`config.mk`:
```
export PLATFORM = sky130hd
export DESIGN_NAME = price_pivot_zone_detector_flat
export DESIGN_NICKNAME = d
export VERILOG_FILES = /design/src/ppzd_pkg.sv /design/src/ppzd_bar_if.sv /design/src/ppzd_zone_if.sv /design/src/price_pivot_zone_detector.sv /design/src/flat_wrapper.sv
export SDC_FILE = /design/constraint.sdc
export NUM_CORES = 2
export LEC_CHECK = 0
export BUFFER_PORTS_ARGS = -buffer_cell sky130_fd_sc_hd__buf_2
export CORE_UTILIZATION = 24
export DETAILED_ROUTE_END_ITERATION = 8
export GPL_ROUTABILITY_DRIVEN = 0
export HOLD_SLACK_MARGIN = 0.15
export PLACE_DENSITY = 0.4
export SLEW_MARGIN = 10
export SYNTH_ARGS = -nofsm -noshare
export SYNTH_HDL_FRONTEND = slang
export SYNTH_SLANG_ARGS = --single-unit
```
`constraint.sdc`:
```
create_clock -name i_clk -period 41.8 [get_ports i_clk]
set_input_delay 4.18 -clock i_clk [delete_from_list [all_inputs] [get_ports i_clk]]
set_output_delay 4.18 -clock i_clk [all_outputs]
set_load 0.05 [all_outputs]
```
`src/ppzd_pkg.sv`:
```
// ----------------------------------------------------------------------------
// ppzd_pkg
// Shared codes for the price pivot zone detector.
// ----------------------------------------------------------------------------
package ppzd_pkg;
    localparam logic [1:0] PIVOT_NONE = 2'd0;
    localparam logic [1:0] PIVOT_HIGH = 2'd1;
    localparam logic [1:0] PIVOT_LOW  = 2'd2;

    localparam logic [1:0] END_OPEN = 2'd0;
    localparam logic [1:0] END_UP   = 2'd1;
    localparam logic [1:0] END_DOWN = 2'd2;
endpackage
// ----------------------------------------------------------------------------

```
`src/ppzd_bar_if.sv`:
```
// ----------------------------------------------------------------------------
// ppzd_bar_if
// Valid/ready channel carrying one price bar per beat.
// ----------------------------------------------------------------------------
interface ppzd_bar_if #(
    parameter int PRICE_BITS = 32
);
    logic                  valid;
    logic                  ready;
    logic [1:0]            pivot_kind;
    logic [PRICE_BITS-1:0] bar_high;
    logic [PRICE_BITS-1:0] bar_low;
    logic                  series_end;

    modport source (output valid, pivot_kind, bar_high, bar_low, series_end, input ready);
    modport sink   (input valid, pivot_kind, bar_high, bar_low, series_end, output ready);
endinterface
// ----------------------------------------------------------------------------

```
`src/ppzd_zone_if.sv`:
```
// ----------------------------------------------------------------------------
// ppzd_zone_if
// Valid/ready channel carrying one finished zone per beat.
// ----------------------------------------------------------------------------
interface ppzd_zone_if #(
    parameter int INDEX_BITS = 24,
    parameter int PRICE_BITS = 32
);
    logic                  valid;
    logic                  ready;
    logic [INDEX_BITS-1:0] zone_start_bar;
    logic [INDEX_BITS-1:0] zone_end_bar;
    logic [PRICE_BITS-1:0] zone_top;
    logic [PRICE_BITS-1:0] zone_bottom;
    logic [PRICE_BITS-1:0] inner_peak;
    logic [PRICE_BITS-1:0] inner_trough;
    logic                  middle_dir_down;
    logic [1:0]            ending_kind;

    modport source (output valid, zone_start_bar, zone_end_bar, zone_top, zone_bottom,
                    inner_peak, inner_trough, middle_dir_down, ending_kind, input ready);
    modport sink   (input valid, zone_start_bar, zone_end_bar, zone_top, zone_bottom,
                    inner_peak, inner_trough, middle_dir_down, ending_kind, output ready);
endinterface
// ----------------------------------------------------------------------------

```
`src/price_pivot_zone_detector.sv`:
```
// ----------------------------------------------------------------------------
// price_pivot_zone_detector
// Joins pivot bars into segments and reports overlapping segment zones.
// ----------------------------------------------------------------------------
// Usage:
//   i_bar is a valid/ready sink, one bar per beat. o_zone is a valid/ready
//   source with at most one zone per bar.
//   Each accepted bar is folded into the segment window in the cycle it is
//   taken; a zone it closes is registered and is on o_zone the next cycle.
//   Throughput is one bar per cycle while o_zone does not stall. A single
//   output register holds the zone; i_bar.ready drops only while it is full
//   and the sink is not taking it, so a bar is taken in the same cycle the
//   held beat leaves. The rate is set by the combinational window update.
//   A bar with series_end set closes its segment, emits any still open zone
//   with ending open, then returns all state to reset, bar index 0.
//   Reset (i_rst_n low, synchronous) clears the window, the bar counter and
//   the output valid.
// ----------------------------------------------------------------------------
module price_pivot_zone_detector #(
    parameter int INDEX_BITS = 24,
    parameter int PRICE_BITS = 32
) (
    input  logic i_clk,
    input  logic i_rst_n,
    ppzd_bar_if.sink    i_bar,
    ppzd_zone_if.source o_zone
);
    import ppzd_pkg::*;

    typedef logic [INDEX_BITS-1:0] t_idx;
    typedef logic [PRICE_BITS-1:0] t_prc;

    typedef struct packed {
        t_idx s; t_idx e; t_prc hi; t_prc lo;
        t_prc inmax; t_prc inmin; t_prc ehi; t_prc elo;
        logic down;
    } t_seg;

    typedef struct packed {
        t_idx s; t_idx e; t_prc top; t_prc bot;
        t_prc gg; t_prc dd; t_prc ehi; t_prc elo;
        logic down;
    } t_zone;

    localparam t_prc PMAX = {PRICE_BITS{1'b1}};

    // window and pivot state
    t_idx  r_cnt, n_cnt;
    logic  r_pv, n_pv;
    logic  r_plow, n_plow;
    t_idx  r_pidx, n_pidx;
    t_prc  r_phi, n_phi, r_plo, n_plo;
    t_prc  r_gmax, n_gmax, r_gmin, n_gmin;
    t_seg  r_w0, r_w1, n_w0, n_w1;
    logic [1:0] r_wc, n_wc;
    logic  r_za, n_za;
    t_zone r_z, n_z;

    // output register
    logic  r_ov;
    t_zone r_oz, n_oz;
    logic [1:0] r_ok, n_ok;
    logic  n_emit;

    logic  take;
    assign i_bar.ready = !r_ov || o_zone.ready;
    assign take = i_bar.valid && i_bar.ready;

    t_seg  g;
    logic  is_piv;
    t_prc  nl, nh, ol, oh;

    always_comb begin
        is_piv = (i_bar.pivot_kind == PIVOT_HIGH) || (i_bar.pivot_kind == PIVOT_LOW);
        g.s     = r_pidx;
        g.e     = r_cnt;
        g.hi    = (r_phi > i_bar.bar_high) ? r_phi : i_bar.bar_high;
        g.lo    = (r_plo < i_bar.bar_low) ? r_plo : i_bar.bar_low;
        g.inmax = r_gmax;
        g.inmin = r_gmin;
        g.ehi   = i_bar.bar_high;
        g.elo   = i_bar.bar_low;
        g.down  = !r_plow;

        n_cnt = r_cnt + t_idx'(1);
        n_pv = r_pv; n_plow = r_plow; n_pidx = r_pidx; n_phi = r_phi; n_plo = r_plo;
        n_gmax = r_gmax; n_gmin = r_gmin;
        n_w0 = r_w0; n_w1 = r_w1; n_wc = r_wc;
        n_za = r_za; n_z = r_z;
        n_emit = 1'b0; n_oz = r_z; n_ok = END_OPEN;

        nl = (r_z.bot > g.lo) ? r_z.bot : g.lo;
        nh = (r_z.top < g.hi) ? r_z.top : g.hi;
        ol = '0; oh = '0;

        if (is_piv) begin
            if (r_pv) begin
                if (r_za) begin
                    if (nl <= nh) begin
                        n_z.gg = r_z.gg;
                        if (r_z.ehi > n_z.gg) n_z.gg = r_z.ehi;
                        if (g.inmax > n_z.gg) n_z.gg = g.inmax;
                        n_z.dd = r_z.dd;
                        if (r_z.elo < n_z.dd) n_z.dd = r_z.elo;
                        if (g.inmin < n_z.dd) n_z.dd = g.inmin;
                        n_z.bot = nl; n_z.top = nh; n_z.e = g.e;
                        n_z.ehi = g.ehi; n_z.elo = g.elo;
                    end else begin
                        n_emit = 1'b1;
                        n_oz = r_z;
                        if (g.hi < r_z.bot) n_ok = END_DOWN;
                        else if (g.lo > r_z.top) n_ok = END_UP;
                        n_za = 1'b0;
                        n_w0 = g;
                        n_wc = 2'd1;
                    end
                end else if (r_wc == 2'd0) begin
                    n_w0 = g; n_wc = 2'd1;
                end else if (r_wc == 2'd1) begin
                    n_w1 = g; n_wc = 2'd2;
                end else begin
                    // third segment: test the triple r_w0, r_w1, g
                    ol = (r_w0.lo > r_w1.lo) ? r_w0.lo : r_w1.lo;
                    if (g.lo > ol) ol = g.lo;
                    oh = (r_w0.hi < r_w1.hi) ? r_w0.hi : r_w1.hi;
                    if (g.hi < oh) oh = g.hi;
                    if (ol <= oh) begin
                        n_z.s = r_w0.s; n_z.e = g.e; n_z.top = oh; n_z.bot = ol;
                        n_z.gg = (r_w0.inmax > r_w0.ehi) ? r_w0.inmax : r_w0.ehi;
                        if (r_w1.inmax > n_z.gg) n_z.gg = r_w1.inmax;
                        if (r_w1.ehi > n_z.gg) n_z.gg = r_w1.ehi;
                        if (g.inmax > n_z.gg) n_z.gg = g.inmax;
                        n_z.dd = (r_w0.inmin < r_w0.elo) ? r_w0.inmin : r_w0.elo;
                        if (r_w1.inmin < n_z.dd) n_z.dd = r_w1.inmin;
                        if (r_w1.elo < n_z.dd) n_z.dd = r_w1.elo;
                        if (g.inmin < n_z.dd) n_z.dd = g.inmin;
                        n_z.ehi = g.ehi; n_z.elo = g.elo; n_z.down = r_w1.down;
                        n_za = 1'b1; n_wc = 2'd0;
                    end else begin
                        n_w0 = r_w1; n_w1 = g; n_wc = 2'd2;
                    end
                end
            end
            n_pv = 1'b1; n_plow = (i_bar.pivot_kind == PIVOT_LOW);
            n_pidx = r_cnt; n_phi = i_bar.bar_high; n_plo = i_bar.bar_low;
            n_gmax = '0; n_gmin = PMAX;
        end else begin
            if (i_bar.bar_high > r_gmax) n_gmax = i_bar.bar_high;
            if (i_bar.bar_low < r_gmin) n_gmin = i_bar.bar_low;
        end

        if (i_bar.series_end && n_za && !n_emit) begin
            n_emit = 1'b1; n_oz = n_z; n_ok = END_OPEN;
        end
    end

    always_ff @(posedge i_clk) begin
        if (!i_rst_n) begin
            r_cnt <= '0; r_pv <= 1'b0; r_wc <= 2'd0; r_za <= 1'b0;
            r_gmax <= '0; r_gmin <= PMAX; r_ov <= 1'b0;
        end else begin
            // held beat stays until taken; a new zone may replace it the same edge
            r_ov <= (take && n_emit) || (r_ov && !o_zone.ready);
            if (take) begin
                if (i_bar.series_end) begin
                    r_cnt <= '0; r_pv <= 1'b0; r_wc <= 2'd0; r_za <= 1'b0;
                    r_gmax <= '0; r_gmin <= PMAX;
                end else begin
                    r_cnt <= n_cnt; r_pv <= n_pv; r_wc <= n_wc; r_za <= n_za;
                    r_gmax <= n_gmax; r_gmin <= n_gmin;
                end
            end
        end
    end

    // payload registers, no reset
    always_ff @(posedge i_clk) begin
        if (take) begin
            r_plow <= n_plow; r_pidx <= n_pidx; r_phi <= n_phi; r_plo <= n_plo;
            r_w0 <= n_w0; r_w1 <= n_w1; r_z <= n_z;
            if (n_emit) begin
                r_oz <= n_oz; r_ok <= n_ok;
            end
        end
    end

    assign o_zone.valid           = r_ov;
    assign o_zone.zone_start_bar  = r_oz.s;
    assign o_zone.zone_end_bar    = r_oz.e;
    assign o_zone.zone_top        = r_oz.top;
    assign o_zone.zone_bottom     = r_oz.bot;
    assign o_zone.inner_peak      = r_oz.gg;
    assign o_zone.inner_trough    = r_oz.dd;
    assign o_zone.middle_dir_down = r_oz.down;
    assign o_zone.ending_kind     = r_ok;

`ifndef ASSERT_OFF
    a_hold: assert property (@(posedge i_clk) disable iff (!i_rst_n)
        r_ov && !o_zone.ready |=> r_ov && $stable(r_oz))
        else $error("held zone changed");
    a_zone_no_win: assert property (@(posedge i_clk) disable iff (!i_rst_n)
        r_za |-> r_wc == 2'd0)
        else $error("window not empty in zone");
    a_end_reset: assert property (@(posedge i_clk) disable iff (!i_rst_n)
        take && i_bar.series_end |=> r_cnt == '0 && !r_za && !r_pv)
        else $error("series end did not reset");
    a_emit_dir: assert property (@(posedge i_clk) disable iff (!i_rst_n)
        r_ov |-> r_ok != 2'd3)
        else $error("bad ending");
`endif
endmodule
// ----------------------------------------------------------------------------

```
`src/flat_wrapper.sv`:
```
// flat-port wrapper written by rule: the top's interface ports become plain ports
module price_pivot_zone_detector_flat import ppzd_pkg::*;
#(
    parameter int INDEX_BITS = 24,
    parameter int PRICE_BITS = 32
)
  (i_clk, i_rst_n, i_bar_valid, i_bar_pivot_kind, i_bar_bar_high, i_bar_bar_low, i_bar_series_end, i_bar_ready, o_zone_valid, o_zone_zone_start_bar, o_zone_zone_end_bar, o_zone_zone_top, o_zone_zone_bottom, o_zone_inner_peak, o_zone_inner_trough, o_zone_middle_dir_down, o_zone_ending_kind, o_zone_ready);
  ppzd_bar_if #(.PRICE_BITS(PRICE_BITS)) i_bar_i ();
  ppzd_zone_if #(.INDEX_BITS(INDEX_BITS), .PRICE_BITS(PRICE_BITS)) o_zone_i ();
  input  logic i_clk;
  input  logic i_rst_n;
  input wire logic [$bits(i_bar_i.valid)-1:0] i_bar_valid;
  input wire logic [$bits(i_bar_i.pivot_kind)-1:0] i_bar_pivot_kind;
  input wire logic [$bits(i_bar_i.bar_high)-1:0] i_bar_bar_high;
  input wire logic [$bits(i_bar_i.bar_low)-1:0] i_bar_bar_low;
  input wire logic [$bits(i_bar_i.series_end)-1:0] i_bar_series_end;
  output wire logic [$bits(i_bar_i.ready)-1:0] i_bar_ready;
  output wire logic [$bits(o_zone_i.valid)-1:0] o_zone_valid;
  output wire logic [$bits(o_zone_i.zone_start_bar)-1:0] o_zone_zone_start_bar;
  output wire logic [$bits(o_zone_i.zone_end_bar)-1:0] o_zone_zone_end_bar;
  output wire logic [$bits(o_zone_i.zone_top)-1:0] o_zone_zone_top;
  output wire logic [$bits(o_zone_i.zone_bottom)-1:0] o_zone_zone_bottom;
  output wire logic [$bits(o_zone_i.inner_peak)-1:0] o_zone_inner_peak;
  output wire logic [$bits(o_zone_i.inner_trough)-1:0] o_zone_inner_trough;
  output wire logic [$bits(o_zone_i.middle_dir_down)-1:0] o_zone_middle_dir_down;
  output wire logic [$bits(o_zone_i.ending_kind)-1:0] o_zone_ending_kind;
  input wire logic [$bits(o_zone_i.ready)-1:0] o_zone_ready;
  assign i_bar_i.valid = i_bar_valid;
  assign i_bar_i.pivot_kind = i_bar_pivot_kind;
  assign i_bar_i.bar_high = i_bar_bar_high;
  assign i_bar_i.bar_low = i_bar_bar_low;
  assign i_bar_i.series_end = i_bar_series_end;
  assign i_bar_ready = i_bar_i.ready;
  assign o_zone_valid = o_zone_i.valid;
  assign o_zone_zone_start_bar = o_zone_i.zone_start_bar;
  assign o_zone_zone_end_bar = o_zone_i.zone_end_bar;
  assign o_zone_zone_top = o_zone_i.zone_top;
  assign o_zone_zone_bottom = o_zone_i.zone_bottom;
  assign o_zone_inner_peak = o_zone_i.inner_peak;
  assign o_zone_inner_trough = o_zone_i.inner_trough;
  assign o_zone_middle_dir_down = o_zone_i.middle_dir_down;
  assign o_zone_ending_kind = o_zone_i.ending_kind;
  assign o_zone_i.ready = o_zone_ready;
  price_pivot_zone_detector #(.INDEX_BITS(INDEX_BITS), .PRICE_BITS(PRICE_BITS)) u_core (.i_clk(i_clk), .i_rst_n(i_rst_n), .i_bar(i_bar_i), .o_zone(o_zone_i));
endmodule
```
==> impl_metrics.tcl <==
set metrics [dict create \
    outcome "completed" \
    layout_setup_ws_ns 25.76 \
    gr-total-overflow 0 \
    final_area_um2 77400 \
    crit_top_cell "buf_4" \
    finalPower_w 0.00294 \
    cp.required_ns 42.22 \
    cts_tree "done" \
    seq_area_frac_synth_pct 45.2 \
    antenna_found_initial 31 \
    boundaryPins 252 \
    grt_max_degree 146 \
    drt_wl_total_mm 256 \
    drive_gt1_share_pct 13.1 \
    setup_viol 0 \
    clockRootBuffer "clkbuf_16" \
    h-tree-depth 4 \
    grt_pass1_vias 50366 \
    critPathMaxFanout 52 \
    synth_cells 6322 \
    r2r_end "u_core.o_zone.inner_peak[0]" \
    netlist_area_um2 66800 \
    syn_nets 7213 \
    clock.fmax_ghz 0.0624 \
    cts_hold_buf 0 \
    floorplan.initialDensity_pct 24.1 \
    cp_top_family "compound AO/OA/AOI/OAI gates" \
    io_buffer_count 251 \
    core_um2 276000 \
    postCtsSetupBuffers 0 \
    cts.sinks 1035 \
    ctsResizeCount 0 \
    worst_skew_pair.late_latency_ns 0.84 \
    worstSetupPathType "in -> reg" \
    cts_buffers 143 \
    drv_cap 0 \
    nets 7453 \
    tns_ns 0 \
    fin_hold_ws_ns 0.436 \
    rows 193 \
    hp-start "u_core.r_pidx[0]" \
    place_area_um2 72900 \
    synth_edf_count 942 \
    rsz0062_at_grt "no" \
    rr_startpoint "u_core.r_w0[104]" \
    area_growth_pct 15.9 \
    worstHoldPathType "reg -> reg" \
    period_share_pct 38.4 \
    synth_cell_types 77 \
    drc 0 \
    p_per_area_nw_per_um2 37.9 \
    synth_area_per_cell_um2 10.6 \
    clockBufferDepth 4 \
    grt_pass1_wl_mm 366 \
    die_h_um 529 \
    die_area_um2 280000 \
    die_w_um 529 \
    fin_skew_ns 0.0653 \
    routedWlPerCell_um 24.7 \
    clkTransAtPathRegs_ns 0.06 \
    cp-end-kind "flip-flop" \
    slew_headroom_pct 15.5 \
    ant_nets 0 \
    reg2reg_slack_ns 27.56 \
    viasPerCell 4.92 \
    finalHoldViolations 0 \
    ys_seq_elements 1035 \
    num_vias 51065 \
    synth_ff_type "edfxtp_1" \
    post-dp-hpwl_mm 192 \
    drt_iter0_markers 4024 \
    synth_warnings 0 \
    whs_path_depth 0 \
    async_flop_share_pct 0 \
    dp_slack_ns 24.94 \
    fin_crit_ns 16.04 \
    finalMaxSlewViolations 0 \
    max_stage_delay_ns 0.98 \
    ir_drop_uv 27.8 \
    worst_path_max_delay_cell "a21oi_4" \
    grtUsageTotal_pct 17.8 \
    tightestPinTransition_ns 1.23 \
    drtPass1Iterations 5 \
    arrival_ns 16.45 \
    whs_endpoint "u_core.r_w1[217]" \
    worstSetupStartpointType "input pin" \
    leakage_nw 32.6 \
    r2r_cells 43 \
    cp_num_buf_inv 9 \
]
-- stage by stage --
step | util [%] | std cells
detailed placement | 26.4 | 10122
global route | 28.0 | 10369
floorplan | - | 6322
global placement | 26.3 | 10121
finish | 28.0 | 10374
CTS | 28.0 | 10368
-- cells by family after synthesis --
family	after synthesis	synth area share, %
simple gates	1592	11.0
xor+xnor	19	0.249
flops	1035	45.2
mux	566	8.99
compound gates	1470	14.6
buf+inv	820	4.65
fa+ha+maj	820	15.4
-- worst register-to-register path: cells and delay by family, from the launching register on --
| kind | cells | cell delay, ns |
|---|---|---|
| compound gates | 10 | 3.05 |
| fa+ha+maj | 4 | 1.17 |
| buf+inv | 6 | 1.99 |
| flops | 1 | 0.39 |
| mux | 3 | 0.96 |
| simple gates | 20 | 6.44 |
-- Yosys cell counts, types with 16 or more instances --
library cell    n  area (um^2)
mux2i_1       319         3190
o221ai_1       71          622
buf_1          18         67.6
o32ai_1        19          166
nand2b_1       45          282
buf_2          18         90.1
o21ai_0       284         1420
nand4_1       151          945
a211o_1        27          236
ha_1          820        10300
a221o_1        80          801
nor3_1         31          155
nor2_1        473         1780
dfxtp_1        93         1860
o21a_1         55          413
nor2b_1        69          432
a32oi_1        32          280
edfxtp_1      942        28300
nand3_1        89          445
a31oi_1        34          213
o211ai_1       98          736
clkbuf_1      239          897
mux2_2        239         2690
or3_1         127          795
a21o_1        223         1670
nand2_1       544         2040
nor4_1         16          100
a21oi_1       388         1940
a211oi_1       43          323
inv_1         543         2040
-- state kept, by name (all words and copies together), names as in the netlist, 2 cells and up, named ones only --
register / cells
u_core.o_zone.zone_start_bar: 24
u_core.r_wc: 2
u_core.r_cnt: 24
u_core.r_pidx: 24
u_core.r_w0: 216
u_core.r_gmin: 32
u_core.o_zone.zone_end_bar: 24
u_core.o_zone.inner_peak: 32
u_core.o_zone.zone_bottom: 32
u_core.r_w1: 217
u_core.o_zone.zone_top: 32
u_core.o_zone.inner_trough: 32
u_core.r_z: 177
u_core.o_zone.ending_kind: 2
u_core.r_plo: 32
u_core.r_phi: 32
u_core.r_gmax: 32
-- placed cells by master, fill, tap and decap left out, types with 144 or more instances in the layout --
cell	instances
nand2_1	537
a21o_1	223
inv_1	542
mux2i_1	319
o21ai_0	283
clkbuf_16	144
buf_2	250
edfxtp_1	942
a21oi_1	385
mux2_2	239
nand4_1	151
ha_1	820
nor2_1	462
-- worst max-delay path by stage --
stage                                       end                from  cells after the start
2_1_floorplan                    u_core.r_wc[1]    i_bar_bar_low[1]                     37
3_3_place_gp     u_core.o_zone.zone_end_bar[20]  i_bar_bar_high[17]                     41
3_5_place_dp     u_core.o_zone.zone_end_bar[20]    i_bar_bar_low[1]                     42
4_1_cts        u_core.o_zone.zone_start_bar[19]  i_bar_bar_high[17]                     38
5_1_grt        u_core.o_zone.zone_start_bar[19]    i_bar_bar_low[1]                     42
6_report       u_core.o_zone.zone_start_bar[19]  i_bar_bar_high[17]                     38
-- report_power, final --
group | total (W) | internal [W] | switching [W]
combinational | 0.000529 | 0.000191 | 0.000338
sequential | 0.00118 | 0.00116 | 0.0000228
clock | 0.00122 | 0.000727 | 0.000496
-- layout make-up --
cell class,instances,area [um^2]
Inverter,544,2050
Clock inverter,64,674
Sequential cell,1035,30100
Clock buffer,182,3840
Fill cell,28841,199000
Tap cell,3705,4640
Timing Repair Buffer,371,2180
Multi-Input combinational cell,4467,33800
Antenna cell,6,15.0
-- routing by layer --
| layer | GRT usage [%] | vias up | wire (um) |
|---|---|---|---|
| met3 | 2.35 | 276 | 12500 |
| met1 | 24.9 | 25245 | 121000 |
| li1 | - | 24118 | - |
| met2 | 28.3 | 1408 | 115000 |
| met4 | 5.21 | 18 | 7410 |
| met5 | 0 | - | 94 |
Power figures use the tool's default switching activity.
